### config.mk
export PLATFORM = sky130hd
export DESIGN_NAME = aliquot_sequence_stepper
export DESIGN_NICKNAME = d
export VERILOG_FILES = /design/src/rtl/core/asq_pkg.sv /design/src/rtl/core/asq_div.sv /design/src/rtl/core/asq_dpath.sv /design/src/rtl/core/asq_ctrl.sv /design/src/rtl/core/aliquot_sequence_stepper.sv
export SDC_FILE = /design/constraint.sdc
export NUM_CORES = 1
export LEC_CHECK = 0
export BUFFER_PORTS_ARGS = -buffer_cell sky130_fd_sc_hd__buf_2
export CAP_MARGIN = 20
export CORE_MARGIN = 2
export CORE_UTILIZATION = 54
export DETAILED_ROUTE_END_ITERATION = 12
export PLACE_DENSITY = 0.72
export SLEW_MARGIN = 40
export SYNTH_ARGS = -nofsm -noshare
export SYNTH_HDL_FRONTEND = slang
export SYNTH_SLANG_ARGS = --single-unit
export TNS_END_PERCENT = 1
### constraint.sdc
create_clock -name clock -period 6.7 [get_ports clock]
set_clock_uncertainty 0.2 [all_clocks]
set_input_delay 0.335 -clock clock [delete_from_list [all_inputs] [get_ports clock]]
set_output_delay 0.335 -clock clock [all_outputs]
set_load 0.05 [all_outputs]
### src/rtl/core/asq_pkg.sv
package asq_pkg;

   // Width of a stored term
   localparam int TERM_BITS = 53;
   // Widths fixed by the channels
   localparam int START_BITS    = 50;
   localparam int OUT_TERM_BITS = 53;
   localparam int STEP_BITS     = 16;
   // Trial divisor never passes ceil(sqrt(2^TERM_BITS)), so this is enough
   localparam int DIV_BITS = TERM_BITS / 2 + 1;
   // Running square of the trial divisor
   localparam int SQ_BITS  = 2 * DIV_BITS;
   // Bit counter of the serial divider
   localparam int CNT_BITS = $clog2(TERM_BITS);
   // Terms above this bound stop the walk
   localparam int LIMIT_BITS = 64;
   localparam logic [LIMIT_BITS-1:0] TERM_LIMIT = 64'd1000000000000000;
   localparam logic [STEP_BITS-1:0] STEP_MAX = '1;

   // Request command codes
   localparam logic CMD_START   = 1'b0;
   localparam logic CMD_ADVANCE = 1'b1;

   // Controller to datapath
   typedef struct packed {
      logic load_req;    // capture the request beat
      logic init_walk;   // set up the trial division
      logic div_start;   // launch one division by the trial divisor
      logic acc_step;    // fold in a divisor pair, move to next divisor
      logic fix_root;    // add an exact square root once
      logic do_start;    // load the start value and post its result
      logic do_hold;     // post the unchanged state
      logic do_advance;  // commit the next term and post its result
   } asq_cmd_type;

   // Datapath to controller
   typedef struct packed {
      logic is_start;    // captured request is a start
      logic walking;     // an advance would do work
      logic sq_lt_n;     // trial divisor squared still below the term
      logic div_done;    // division result ready
      logic slot_free;   // output register can take a result
   } asq_stat_type;

endpackage

### src/rtl/core/asq_div.sv
module asq_div (
   input  logic                           clock,
   input  logic                           reset,
   input  logic                           start,
   input  logic [asq_pkg::TERM_BITS-1:0]  dividend,
   input  logic [asq_pkg::DIV_BITS-1:0]   divisor,
   output logic                           done,
   output logic [asq_pkg::TERM_BITS-1:0]  quotient,
   output logic                           rem_zero
);

   logic                          busy_ff, busy_in;
   logic                          done_ff, done_in;
   logic [asq_pkg::CNT_BITS-1:0]  cnt_ff, cnt_in;
   logic [asq_pkg::TERM_BITS-1:0] qr_ff, qr_in;
   logic [asq_pkg::DIV_BITS-1:0]  rem_ff, rem_in;
   logic [asq_pkg::DIV_BITS:0]    shifted;
   logic                          fits;

   // One restoring step: bring down the next dividend bit, subtract if it fits
   assign shifted = {rem_ff, qr_ff[asq_pkg::TERM_BITS-1]};
   assign fits    = shifted >= {1'b0, divisor};

   always_comb begin
      busy_in = busy_ff;
      done_in = 1'b0;
      cnt_in  = cnt_ff;
      qr_in   = qr_ff;
      rem_in  = rem_ff;
      if (start) begin
         busy_in = 1'b1;
         cnt_in  = asq_pkg::CNT_BITS'(asq_pkg::TERM_BITS - 1);
         qr_in   = dividend;
         rem_in  = '0;
      end else if (busy_ff) begin
         qr_in = {qr_ff[asq_pkg::TERM_BITS-2:0], fits};
         if (fits) begin
            rem_in = asq_pkg::DIV_BITS'(shifted - {1'b0, divisor});
         end else begin
            rem_in = shifted[asq_pkg::DIV_BITS-1:0];
         end
         cnt_in = cnt_ff - 1'b1;
         if (cnt_ff == '0) begin
            busy_in = 1'b0;
            done_in = 1'b1;
         end
      end
   end

   always_ff @(posedge clock) begin
      if (reset) begin
         busy_ff <= 1'b0;
         done_ff <= 1'b0;
         cnt_ff  <= '0;
      end else begin
         busy_ff <= busy_in;
         done_ff <= done_in;
         cnt_ff  <= cnt_in;
      end
      qr_ff  <= qr_in;
      rem_ff <= rem_in;
   end

   assign done     = done_ff;
   assign quotient = qr_ff;
   assign rem_zero = (rem_ff == '0);

   // A new division never lands on one still in flight
   a_no_restart: assert property (@(posedge clock) disable iff (reset)
      start |-> !busy_ff)
      else $error("divider restarted while busy");

endmodule

### src/rtl/core/asq_dpath.sv
module asq_dpath (
   input  logic                               clock,
   input  logic                               reset,
   input  asq_pkg::asq_cmd_type               cmd,
   output asq_pkg::asq_stat_type              stat,
   input  logic                               req_cmd,
   input  logic [asq_pkg::START_BITS-1:0]     req_start_value,
   input  logic                               csr_valid,
   input  logic [asq_pkg::STEP_BITS-1:0]      csr_max_length,
   output logic                               rsp_valid,
   input  logic                               rsp_ready,
   output logic [asq_pkg::OUT_TERM_BITS-1:0]  rsp_term,
   output logic [asq_pkg::STEP_BITS-1:0]      rsp_steps_done,
   output logic                               rsp_finished,
   output logic                               rsp_overflow
);

   logic                               req_cmd_ff;
   logic [asq_pkg::START_BITS-1:0]     start_ff;
   logic [asq_pkg::STEP_BITS-1:0]      max_len_ff;
   logic [asq_pkg::TERM_BITS-1:0]      term_ff, term_in;
   logic [asq_pkg::STEP_BITS-1:0]      step_ff, step_in;
   logic                               halted_ff, halted_in;
   logic [asq_pkg::DIV_BITS-1:0]       d_ff, d_in;
   logic [asq_pkg::SQ_BITS-1:0]        sq_ff, sq_in;
   logic [asq_pkg::TERM_BITS-1:0]      sum_ff, sum_in;
   logic                               rsp_valid_ff, rsp_valid_in;
   logic [asq_pkg::OUT_TERM_BITS-1:0]  rsp_term_ff, rsp_term_in;
   logic [asq_pkg::STEP_BITS-1:0]      rsp_steps_ff, rsp_steps_in;
   logic                               rsp_fin_ff, rsp_fin_in;
   logic                               rsp_ovf_ff, rsp_ovf_in;

   logic [asq_pkg::TERM_BITS-1:0]      quot;
   logic                               rem_zero;
   logic                               div_done;
   logic [asq_pkg::TERM_BITS-1:0]      start_term;
   logic [asq_pkg::STEP_BITS-1:0]      step_next;
   logic                               limit_now;
   logic                               limit_next;
   logic                               over;

   asq_div u_div (
      .clock    (clock),
      .reset    (reset),
      .start    (cmd.div_start),
      .dividend (term_ff),
      .divisor  (d_ff),
      .done     (div_done),
      .quotient (quot),
      .rem_zero (rem_zero)
   );

   assign start_term = asq_pkg::TERM_BITS'(start_ff);
   assign step_next  = (step_ff < asq_pkg::STEP_MAX) ? step_ff + 1'b1 : step_ff;
   assign limit_now  = (max_len_ff != '0) && (step_ff >= max_len_ff);
   assign limit_next = (max_len_ff != '0) && (step_next >= max_len_ff);
   assign over       = asq_pkg::LIMIT_BITS'(sum_ff) > asq_pkg::TERM_LIMIT;

   // Status towards the controller
   assign stat.is_start  = (req_cmd_ff == asq_pkg::CMD_START);
   assign stat.walking   = !halted_ff && (term_ff != '0) && !limit_now;
   assign stat.sq_lt_n   = sq_ff < asq_pkg::SQ_BITS'(term_ff);
   assign stat.div_done  = div_done;
   assign stat.slot_free = !rsp_valid_ff || rsp_ready;

   // Walk state, trial division and the output register
   always_comb begin
      term_in      = term_ff;
      step_in      = step_ff;
      halted_in    = halted_ff;
      d_in         = d_ff;
      sq_in        = sq_ff;
      sum_in       = sum_ff;
      rsp_valid_in = rsp_valid_ff && !rsp_ready;
      rsp_term_in  = rsp_term_ff;
      rsp_steps_in = rsp_steps_ff;
      rsp_fin_in   = rsp_fin_ff;
      rsp_ovf_in   = rsp_ovf_ff;

      if (cmd.init_walk) begin
         d_in   = asq_pkg::DIV_BITS'(2);
         sq_in  = asq_pkg::SQ_BITS'(4);
         sum_in = (term_ff > asq_pkg::TERM_BITS'(1)) ? asq_pkg::TERM_BITS'(1) : '0;
      end

      // Fold in the pair d and n/d, then step to d+1 with (d+1)^2 = d^2 + 2d + 1
      if (cmd.acc_step) begin
         if (rem_zero) begin
            sum_in = sum_ff + asq_pkg::TERM_BITS'(d_ff) + quot;
         end
         d_in  = d_ff + 1'b1;
         sq_in = sq_ff + asq_pkg::SQ_BITS'({d_ff, 1'b1});
      end

      if (cmd.fix_root) begin
         if (sq_ff == asq_pkg::SQ_BITS'(term_ff)) begin
            sum_in = sum_ff + asq_pkg::TERM_BITS'(d_ff);
         end
      end

      if (cmd.do_start) begin
         term_in      = start_term;
         step_in      = '0;
         halted_in    = 1'b0;
         rsp_valid_in = 1'b1;
         rsp_term_in  = asq_pkg::OUT_TERM_BITS'(start_term);
         rsp_steps_in = '0;
         rsp_fin_in   = (start_term == '0);
         rsp_ovf_in   = 1'b0;
      end

      if (cmd.do_hold) begin
         rsp_valid_in = 1'b1;
         rsp_term_in  = asq_pkg::OUT_TERM_BITS'(term_ff);
         rsp_steps_in = step_ff;
         rsp_fin_in   = 1'b1;
         rsp_ovf_in   = 1'b0;
      end

      if (cmd.do_advance) begin
         term_in      = sum_ff;
         step_in      = step_next;
         halted_in    = halted_ff || over;
         rsp_valid_in = 1'b1;
         rsp_term_in  = over ? asq_pkg::OUT_TERM_BITS'(sum_ff)
                             : asq_pkg::OUT_TERM_BITS'(term_ff);
         rsp_steps_in = step_next;
         rsp_fin_in   = over || (sum_ff == '0) || limit_next;
         rsp_ovf_in   = over;
      end
   end

   always_ff @(posedge clock) begin
      if (reset) begin
         term_ff      <= '0;
         step_ff      <= '0;
         halted_ff    <= 1'b1;
         max_len_ff   <= '0;
         rsp_valid_ff <= 1'b0;
      end else begin
         term_ff      <= term_in;
         step_ff      <= step_in;
         halted_ff    <= halted_in;
         rsp_valid_ff <= rsp_valid_in;
         if (csr_valid) begin
            max_len_ff <= csr_max_length;
         end
      end
      if (cmd.load_req) begin
         req_cmd_ff <= req_cmd;
         start_ff   <= req_start_value;
      end
      d_ff         <= d_in;
      sq_ff        <= sq_in;
      sum_ff       <= sum_in;
      rsp_term_ff  <= rsp_term_in;
      rsp_steps_ff <= rsp_steps_in;
      rsp_fin_ff   <= rsp_fin_in;
      rsp_ovf_ff   <= rsp_ovf_in;
   end

   assign rsp_valid      = rsp_valid_ff;
   assign rsp_term       = rsp_term_ff;
   assign rsp_steps_done = rsp_steps_ff;
   assign rsp_finished   = rsp_fin_ff;
   assign rsp_overflow   = rsp_ovf_ff;

   // A result is posted only into a free output slot
   a_slot_free: assert property (@(posedge clock) disable iff (reset)
      (cmd.do_start || cmd.do_hold || cmd.do_advance) |-> (!rsp_valid_ff || rsp_ready))
      else $error("result posted over a waiting beat");

   // Overflow always ends the walk
   a_ovf_fin: assert property (@(posedge clock) disable iff (reset)
      (rsp_valid_ff && rsp_ovf_ff) |-> rsp_fin_ff)
      else $error("overflow beat without finished");

   // Trial divisors start at two and are never zero
   a_div_nonzero: assert property (@(posedge clock) disable iff (reset)
      cmd.div_start |-> (d_ff >= asq_pkg::DIV_BITS'(2)))
      else $error("division by a divisor below two");

endmodule

### src/rtl/core/asq_ctrl.sv
module asq_ctrl (
   input  logic                   clock,
   input  logic                   reset,
   input  logic                   req_valid,
   output logic                   req_ready,
   input  asq_pkg::asq_stat_type  stat,
   output asq_pkg::asq_cmd_type   cmd
);

   typedef enum logic [2:0] {
      ST_IDLE,
      ST_DECIDE,
      ST_TEST,
      ST_DIV,
      ST_FIX,
      ST_FIN_START,
      ST_FIN_HOLD,
      ST_FIN_ADV
   } state_type;

   state_type state_ff, state_in;

   // Decode commands and the next state
   always_comb begin
      state_in = state_ff;
      cmd      = '0;
      unique case (state_ff)
         ST_IDLE: begin
            if (req_valid) begin
               cmd.load_req = 1'b1;
               state_in     = ST_DECIDE;
            end
         end
         ST_DECIDE: begin
            if (stat.is_start) begin
               state_in = ST_FIN_START;
            end else if (stat.walking) begin
               cmd.init_walk = 1'b1;
               state_in      = ST_TEST;
            end else begin
               state_in = ST_FIN_HOLD;
            end
         end
         ST_TEST: begin
            if (stat.sq_lt_n) begin
               cmd.div_start = 1'b1;
               state_in      = ST_DIV;
            end else begin
               state_in = ST_FIX;
            end
         end
         ST_DIV: begin
            if (stat.div_done) begin
               cmd.acc_step = 1'b1;
               state_in     = ST_TEST;
            end
         end
         ST_FIX: begin
            cmd.fix_root = 1'b1;
            state_in     = ST_FIN_ADV;
         end
         ST_FIN_START: begin
            if (stat.slot_free) begin
               cmd.do_start = 1'b1;
               state_in     = ST_IDLE;
            end
         end
         ST_FIN_HOLD: begin
            if (stat.slot_free) begin
               cmd.do_hold = 1'b1;
               state_in    = ST_IDLE;
            end
         end
         ST_FIN_ADV: begin
            if (stat.slot_free) begin
               cmd.do_advance = 1'b1;
               state_in       = ST_IDLE;
            end
         end
         default: begin
            state_in = ST_IDLE;
         end
      endcase
   end

   always_ff @(posedge clock) begin
      if (reset) begin
         state_ff <= ST_IDLE;
      end else begin
         state_ff <= state_in;
      end
   end

   assign req_ready = (state_ff == ST_IDLE);

   // At most one of the request load and the finish commands fires at a time
   a_one_finish: assert property (@(posedge clock) disable iff (reset)
      $onehot0({cmd.do_start, cmd.do_hold, cmd.do_advance, cmd.load_req}))
      else $error("overlapping finish commands");

endmodule

### src/rtl/core/aliquot_sequence_stepper.sv
// Aliquot sequence stepper.
// Request channel (req_*): req_cmd start (load req_start_value, clear the
// step count) or advance (report the term, or the new one on overflow, and
// while walking replace it by the sum of its proper divisors). Each request
// beat yields exactly one rsp_* beat: term, steps_done, finished, overflow.
// Configuration (csr_*): csr_max_length is the walk length limit, 0 for no
// limit; csr_ready is always high, write only while the block is idle.
// Flow: start and non-walking advances go from decide straight to a finish
// state. A walking advance of term n runs trial division by each d from 2
// while d*d < n; each trial divisor passes the test state and one full run
// of the bit-serial divider. One request is worked at a time; the next is
// taken once the result sits in the output register.
// Reset: term 0, step count 0, no sequence loaded, limit 0; advances before
// a start report finished. If the receiver stalls, the response beat holds
// and one more request may be taken and worked; it then waits for the slot.
module aliquot_sequence_stepper (
   input  logic                               clock,
   input  logic                               reset,
   input  logic                               req_valid,
   output logic                               req_ready,
   input  logic                               req_cmd,
   input  logic [asq_pkg::START_BITS-1:0]     req_start_value,
   output logic                               rsp_valid,
   input  logic                               rsp_ready,
   output logic [asq_pkg::OUT_TERM_BITS-1:0]  rsp_term,
   output logic [asq_pkg::STEP_BITS-1:0]      rsp_steps_done,
   output logic                               rsp_finished,
   output logic                               rsp_overflow,
   input  logic                               csr_valid,
   output logic                               csr_ready,
   input  logic [asq_pkg::STEP_BITS-1:0]      csr_max_length
);

   asq_pkg::asq_cmd_type  cmd;
   asq_pkg::asq_stat_type stat;

   assign csr_ready = 1'b1;

   asq_ctrl u_ctrl (
      .clock     (clock),
      .reset     (reset),
      .req_valid (req_valid),
      .req_ready (req_ready),
      .stat      (stat),
      .cmd       (cmd)
   );

   asq_dpath u_dpath (
      .clock           (clock),
      .reset           (reset),
      .cmd             (cmd),
      .stat            (stat),
      .req_cmd         (req_cmd),
      .req_start_value (req_start_value),
      .csr_valid       (csr_valid),
      .csr_max_length  (csr_max_length),
      .rsp_valid       (rsp_valid),
      .rsp_ready       (rsp_ready),
      .rsp_term        (rsp_term),
      .rsp_steps_done  (rsp_steps_done),
      .rsp_finished    (rsp_finished),
      .rsp_overflow    (rsp_overflow)
   );

endmodule
==> impl_metrics.py <==
metrics = {
    "worst_setup_path": {
        "r2r_start": "u_dpath.sum_ff[0]",
        "reg2reg_slack_ps": 520,
        "critPathKind": "reg -> reg",
        "path_buf_inv": 1,
        "slowest_stage": "dfxtp_1",
        "cp.arrival_ps": 6490,
        "critPathCaptureType": "register",
        "crit_family": "compound AO/OA/AOI/OAI gates",
        "r2r-end": "u_dpath.sum_ff[48]",
        "startpoint_type": "register",
        "slowest_delay_ps": 510,
        "rr_worst_depth": 24,
        "cp_max_fo": 7,
        "worstPathRequired_ps": 7010,
        "path_cells": "ha_1 > inv_1 > fa_1 > nand2b_1 > a21oi_1 > o211ai_1 > and4b_1 > o21ai_1 > a31o_2 > a31o_2 > a21oi_2 > o31ai_1 > nand2_1 > ha_1 > a21o_1 > a31o_1 > a2111oi_0 > nor4b_1 > a311oi_2 > a31oi_2 > a21boi_1 > xnor2_1 > a221o_1 > o21a_1",
    },
    "grt": {
        "grt_pass1_wl_mm": 146,
        "first_global_vias": 25100,
        "grt_max_degree": 75,
        "antenna_found_initial": 2,
        "grt-ovfl-total": 0,
        "grt.total_usage_pct": 33.4,
    },
    "route": {
        "via_count": 26000,
        "drt.antenna.violating_nets": 0,
        "wl_per_cell_um": 23.6,
        "viasPerCell": 6.42,
        "drtPass1Iterations": 6,
        "finalWirelength_mm": 95.4,
        "dr.first_iter.drc_count": 2498,
        "post-route-drc-count": 0,
    },
    "pwr": {
        "worst_ir_drop_vdd_v": 0.000283,
        "cellPowerDensity_nw_per_um2": 396,
        "p_clk_share_pct": 22.6,
        "p_int_uw": 7460,
        "totalPowerFinal_uw": 13100,
        "power_frac_comb_pct": 47.5,
        "switchingPower_uw": 5630,
        "switching_share_pct": 43.0,
        "leakagePower_uw": 0.0131,
        "p_seq_share_pct": 29.9,
    },
    "cts": {
        "root_buffer": "clkbuf_16",
        "clk_pin_slew_ps": 60,
        "cts_sinks": 434,
        "numCtsBuffers": 52,
        "htree_num_levels": 2,
        "clock_latency_ps": 620,
        "clockBufferDepth": 3,
        "cts_tree": "done",
    },
    "logic_synthesis": {
        "synth-edff-count": 256,
        "avgSynthCellArea_um2": 9.17,
        "synth_seq_cells": 434,
        "synth_cells": 3186,
        "synth_area_um2": 29200,
        "synthDistinctLibCells": 88,
        "syn_nets": 3487,
        "synth_flop_cell": "edfxtp_1",
        "yosysWarnings": 0,
        "yosysSeqAreaShare_pct": 38.5,
        "synth-async-reset-ratio_pct": 0,
    },
    "placement": {
        "port_buffers": 144,
        "place.gp.congestion": 1.07,
        "dp_slack_ps": 351,
        "dp_hpwl_mm": 69.4,
        "post_dp_cell_area_um2": 30500,
    },
    "die": {
        "start_util_pct": 54.4,
        "dieWidth_um": 237,
        "die-area_um2": 56000,
        "row_count": 85,
        "core_area_um2": 53700,
        "chipHeight_um": 237,
        "ios": 146,
    },
    "sta": {
        "min_period_over_period_pct": 92.3,
        "rsz0062_at_grt": "false",
        "timing.fmax_ghz": 0.162,
        "post-route-min-period_ps": 6180,
        "hold_violations": 0,
        "fin_tns_setup_ps": 0,
        "worst_pin_slew_ps": 860,
        "maxSlewViolCount": 0,
        "setup_ws_ps": 516,
        "whs_ps": 54.7,
        "slew_headroom_pct": 42.6,
        "setup_viol": 0,
    },
    "hold_path": {
        "hold_class": "in -> reg",
        "hold-path-endpoint": "u_dpath.max_len_ff[1]",
        "whs_path_depth": 3,
        "min_from": "csr_valid",
    },
    "final_layout": {
        "stdcell_area_um2": 33100,
        "drive_gt1_share_pct": 9.23,
        "fin_nets": 3605,
        "areaGrowthSynthToFinish_pct": 13.1,
    },
    "flow_run": {
        "maxCapViolCount": 0,
    },
    "run_status": {
        "status": "complete, no violations",
    },
}
cells by family (layout without fill, tap and decap cells):
kind of cell,Yosys count,after routing,share of synthesized area (%)
xor+xnor,199,199,5.97
simple gates,1033,1033,17.1
compound gates,824,824,19.2
flops,434,434,38.5
buf+inv,328,490,4.33
fa+ha+maj,229,229,9.91
other cells,1,2,0.0128
mux,138,138,4.96
placed cells by master, fill, tap and decap left out, types with 83 or more instances in the layout:
| cell | instances |
|---|---|
| nor2_1 | 341 |
| edfxtp_1 | 256 |
| nand2_1 | 231 |
| ha_1 | 225 |
| a21oi_1 | 178 |
| dfxtp_1 | 176 |
| inv_1 | 143 |
| buf_2 | 143 |
| a21o_1 | 128 |
| xnor2_1 | 121 |
| o21ai_1 | 105 |
| mux2i_1 | 83 |
through the flow:
| stage | cells | util (%) |
|---|---|---|
| after floorplan | 3186 | - |
| after global placement | 3870 | 56.6 |
| after detailed placement | 3876 | 56.9 |
| after CTS | 4043 | 61.5 |
| after global routing | 4045 | 61.6 |
| final | 4045 | 61.6 |
sequential cells by signal, summed over array words and instances, names as in the netlist:
| register | flops |
|---|---|
| u_dpath.req_cmd_ff | 1 |
| u_dpath.d_ff | 27 |
| u_dpath.rsp_valid | 1 |
| u_dpath.step_ff | 16 |
| u_ctrl.state_ff | 3 |
| u_dpath.sq_ff | 54 |
| u_dpath.halted_ff | 1 |
| u_dpath.sum_ff | 53 |
| u_dpath.rsp_steps_done | 16 |
| u_dpath.max_len_ff | 16 |
| u_dpath.rsp_term | 53 |
| u_dpath.u_div.quotient | 53 |
| u_dpath.rsp_finished | 1 |
| u_dpath.u_div.rem_ff | 27 |
| u_dpath.term_ff | 53 |
| u_dpath.u_div.cnt_ff | 6 |
| u_dpath.u_div.done | 1 |
| u_dpath.u_div.busy_ff | 1 |
| u_dpath.start_ff | 50 |
| u_dpath.rsp_overflow | 1 |
worst min-delay path: stages:
cell and delay (ps):
buf_2 250, mux2i_1 170, nor2_1 70
worst max-delay path by stage:
stage                         end              start  slack [ps]  cells after the start
2_1_floorplan  u_dpath.sum_ff[48]    u_dpath.d_ff[0]        1340                     25
3_3_place_gp   u_dpath.sum_ff[48]  u_dpath.sum_ff[0]         540                     24
3_5_place_dp   u_dpath.sum_ff[48]    u_dpath.d_ff[0]         350                     24
4_1_cts        u_dpath.sum_ff[48]    u_dpath.d_ff[0]         330                     24
5_1_grt        u_dpath.sum_ff[48]  u_dpath.sum_ff[0]         120                     24
6_report       u_dpath.sum_ff[48]  u_dpath.sum_ff[0]         520                     24
power by group through the flow:
stage	Clock, uW	Combinational, uW	Sequential [uW]
after floorplan	0	4370	3930
after global placement	0	5950	3930
after detailed placement	0	6010	3940
after CTS	3000	6090	3890
after global routing	3110	6740	3950
final	2960	6220	3910
area by class of cell:
class | instances | area (um^2)
Timing Repair Buffer | 244 | 1760
Antenna cell | 1 | 2.50
Clock buffer | 66 | 1430
Multi-Input combinational cell | 2424 | 16800
Clock inverter | 32 | 352
Inverter | 148 | 556
Sequential cell | 434 | 11300
Tap cell | 696 | 871
Fill cell | 4477 | 20600
per-layer routing:
metal | track usage (%) | wire length [um]
met5 | 0 | 0
met4 | 15.6 | 4820
met3 | 4.59 | 7280
met2 | 55.1 | 43700
met1 | 43.5 | 39600
repair_timing:
action                                  in CTS  in global routing
buffers inserted                             0                  0
endpoints found under the hold margin       96                  0
endpoints found under the setup margin       0                  3
hold buffers                                69                  0
resized for setup                            0                  3
synth_stat cells, drive strengths merged, types with 12 or more instances:
master,instances,area [um^2]
nand2b,26,163
a221o,15,150
a221oi,65,569
a311oi,22,193
a22oi,15,113
nor3b,51,383
dfxtp,178,3560
nand4,60,375
nor2,346,1300
clkbuf,148,556
buf,32,154
a211oi,24,180
edfxtp,256,7690
mux2i,83,831
and4,12,105
and3,42,263
xnor2,121,1060
a21o,128,961
nand3,78,395
xor2,78,683
nor3,44,225
a31oi,34,213
nor4,62,388
a21oi,182,922
and2,15,93.8
or3,17,106
ha,225,2820
mux2,55,619
o21ai,172,861
nor2b,15,93.8
inv,148,556
o211ai,25,203
nand2,233,875
o21a,21,158
o21bai,15,113
No activity file was read; power rests on OpenSTA's default activity.
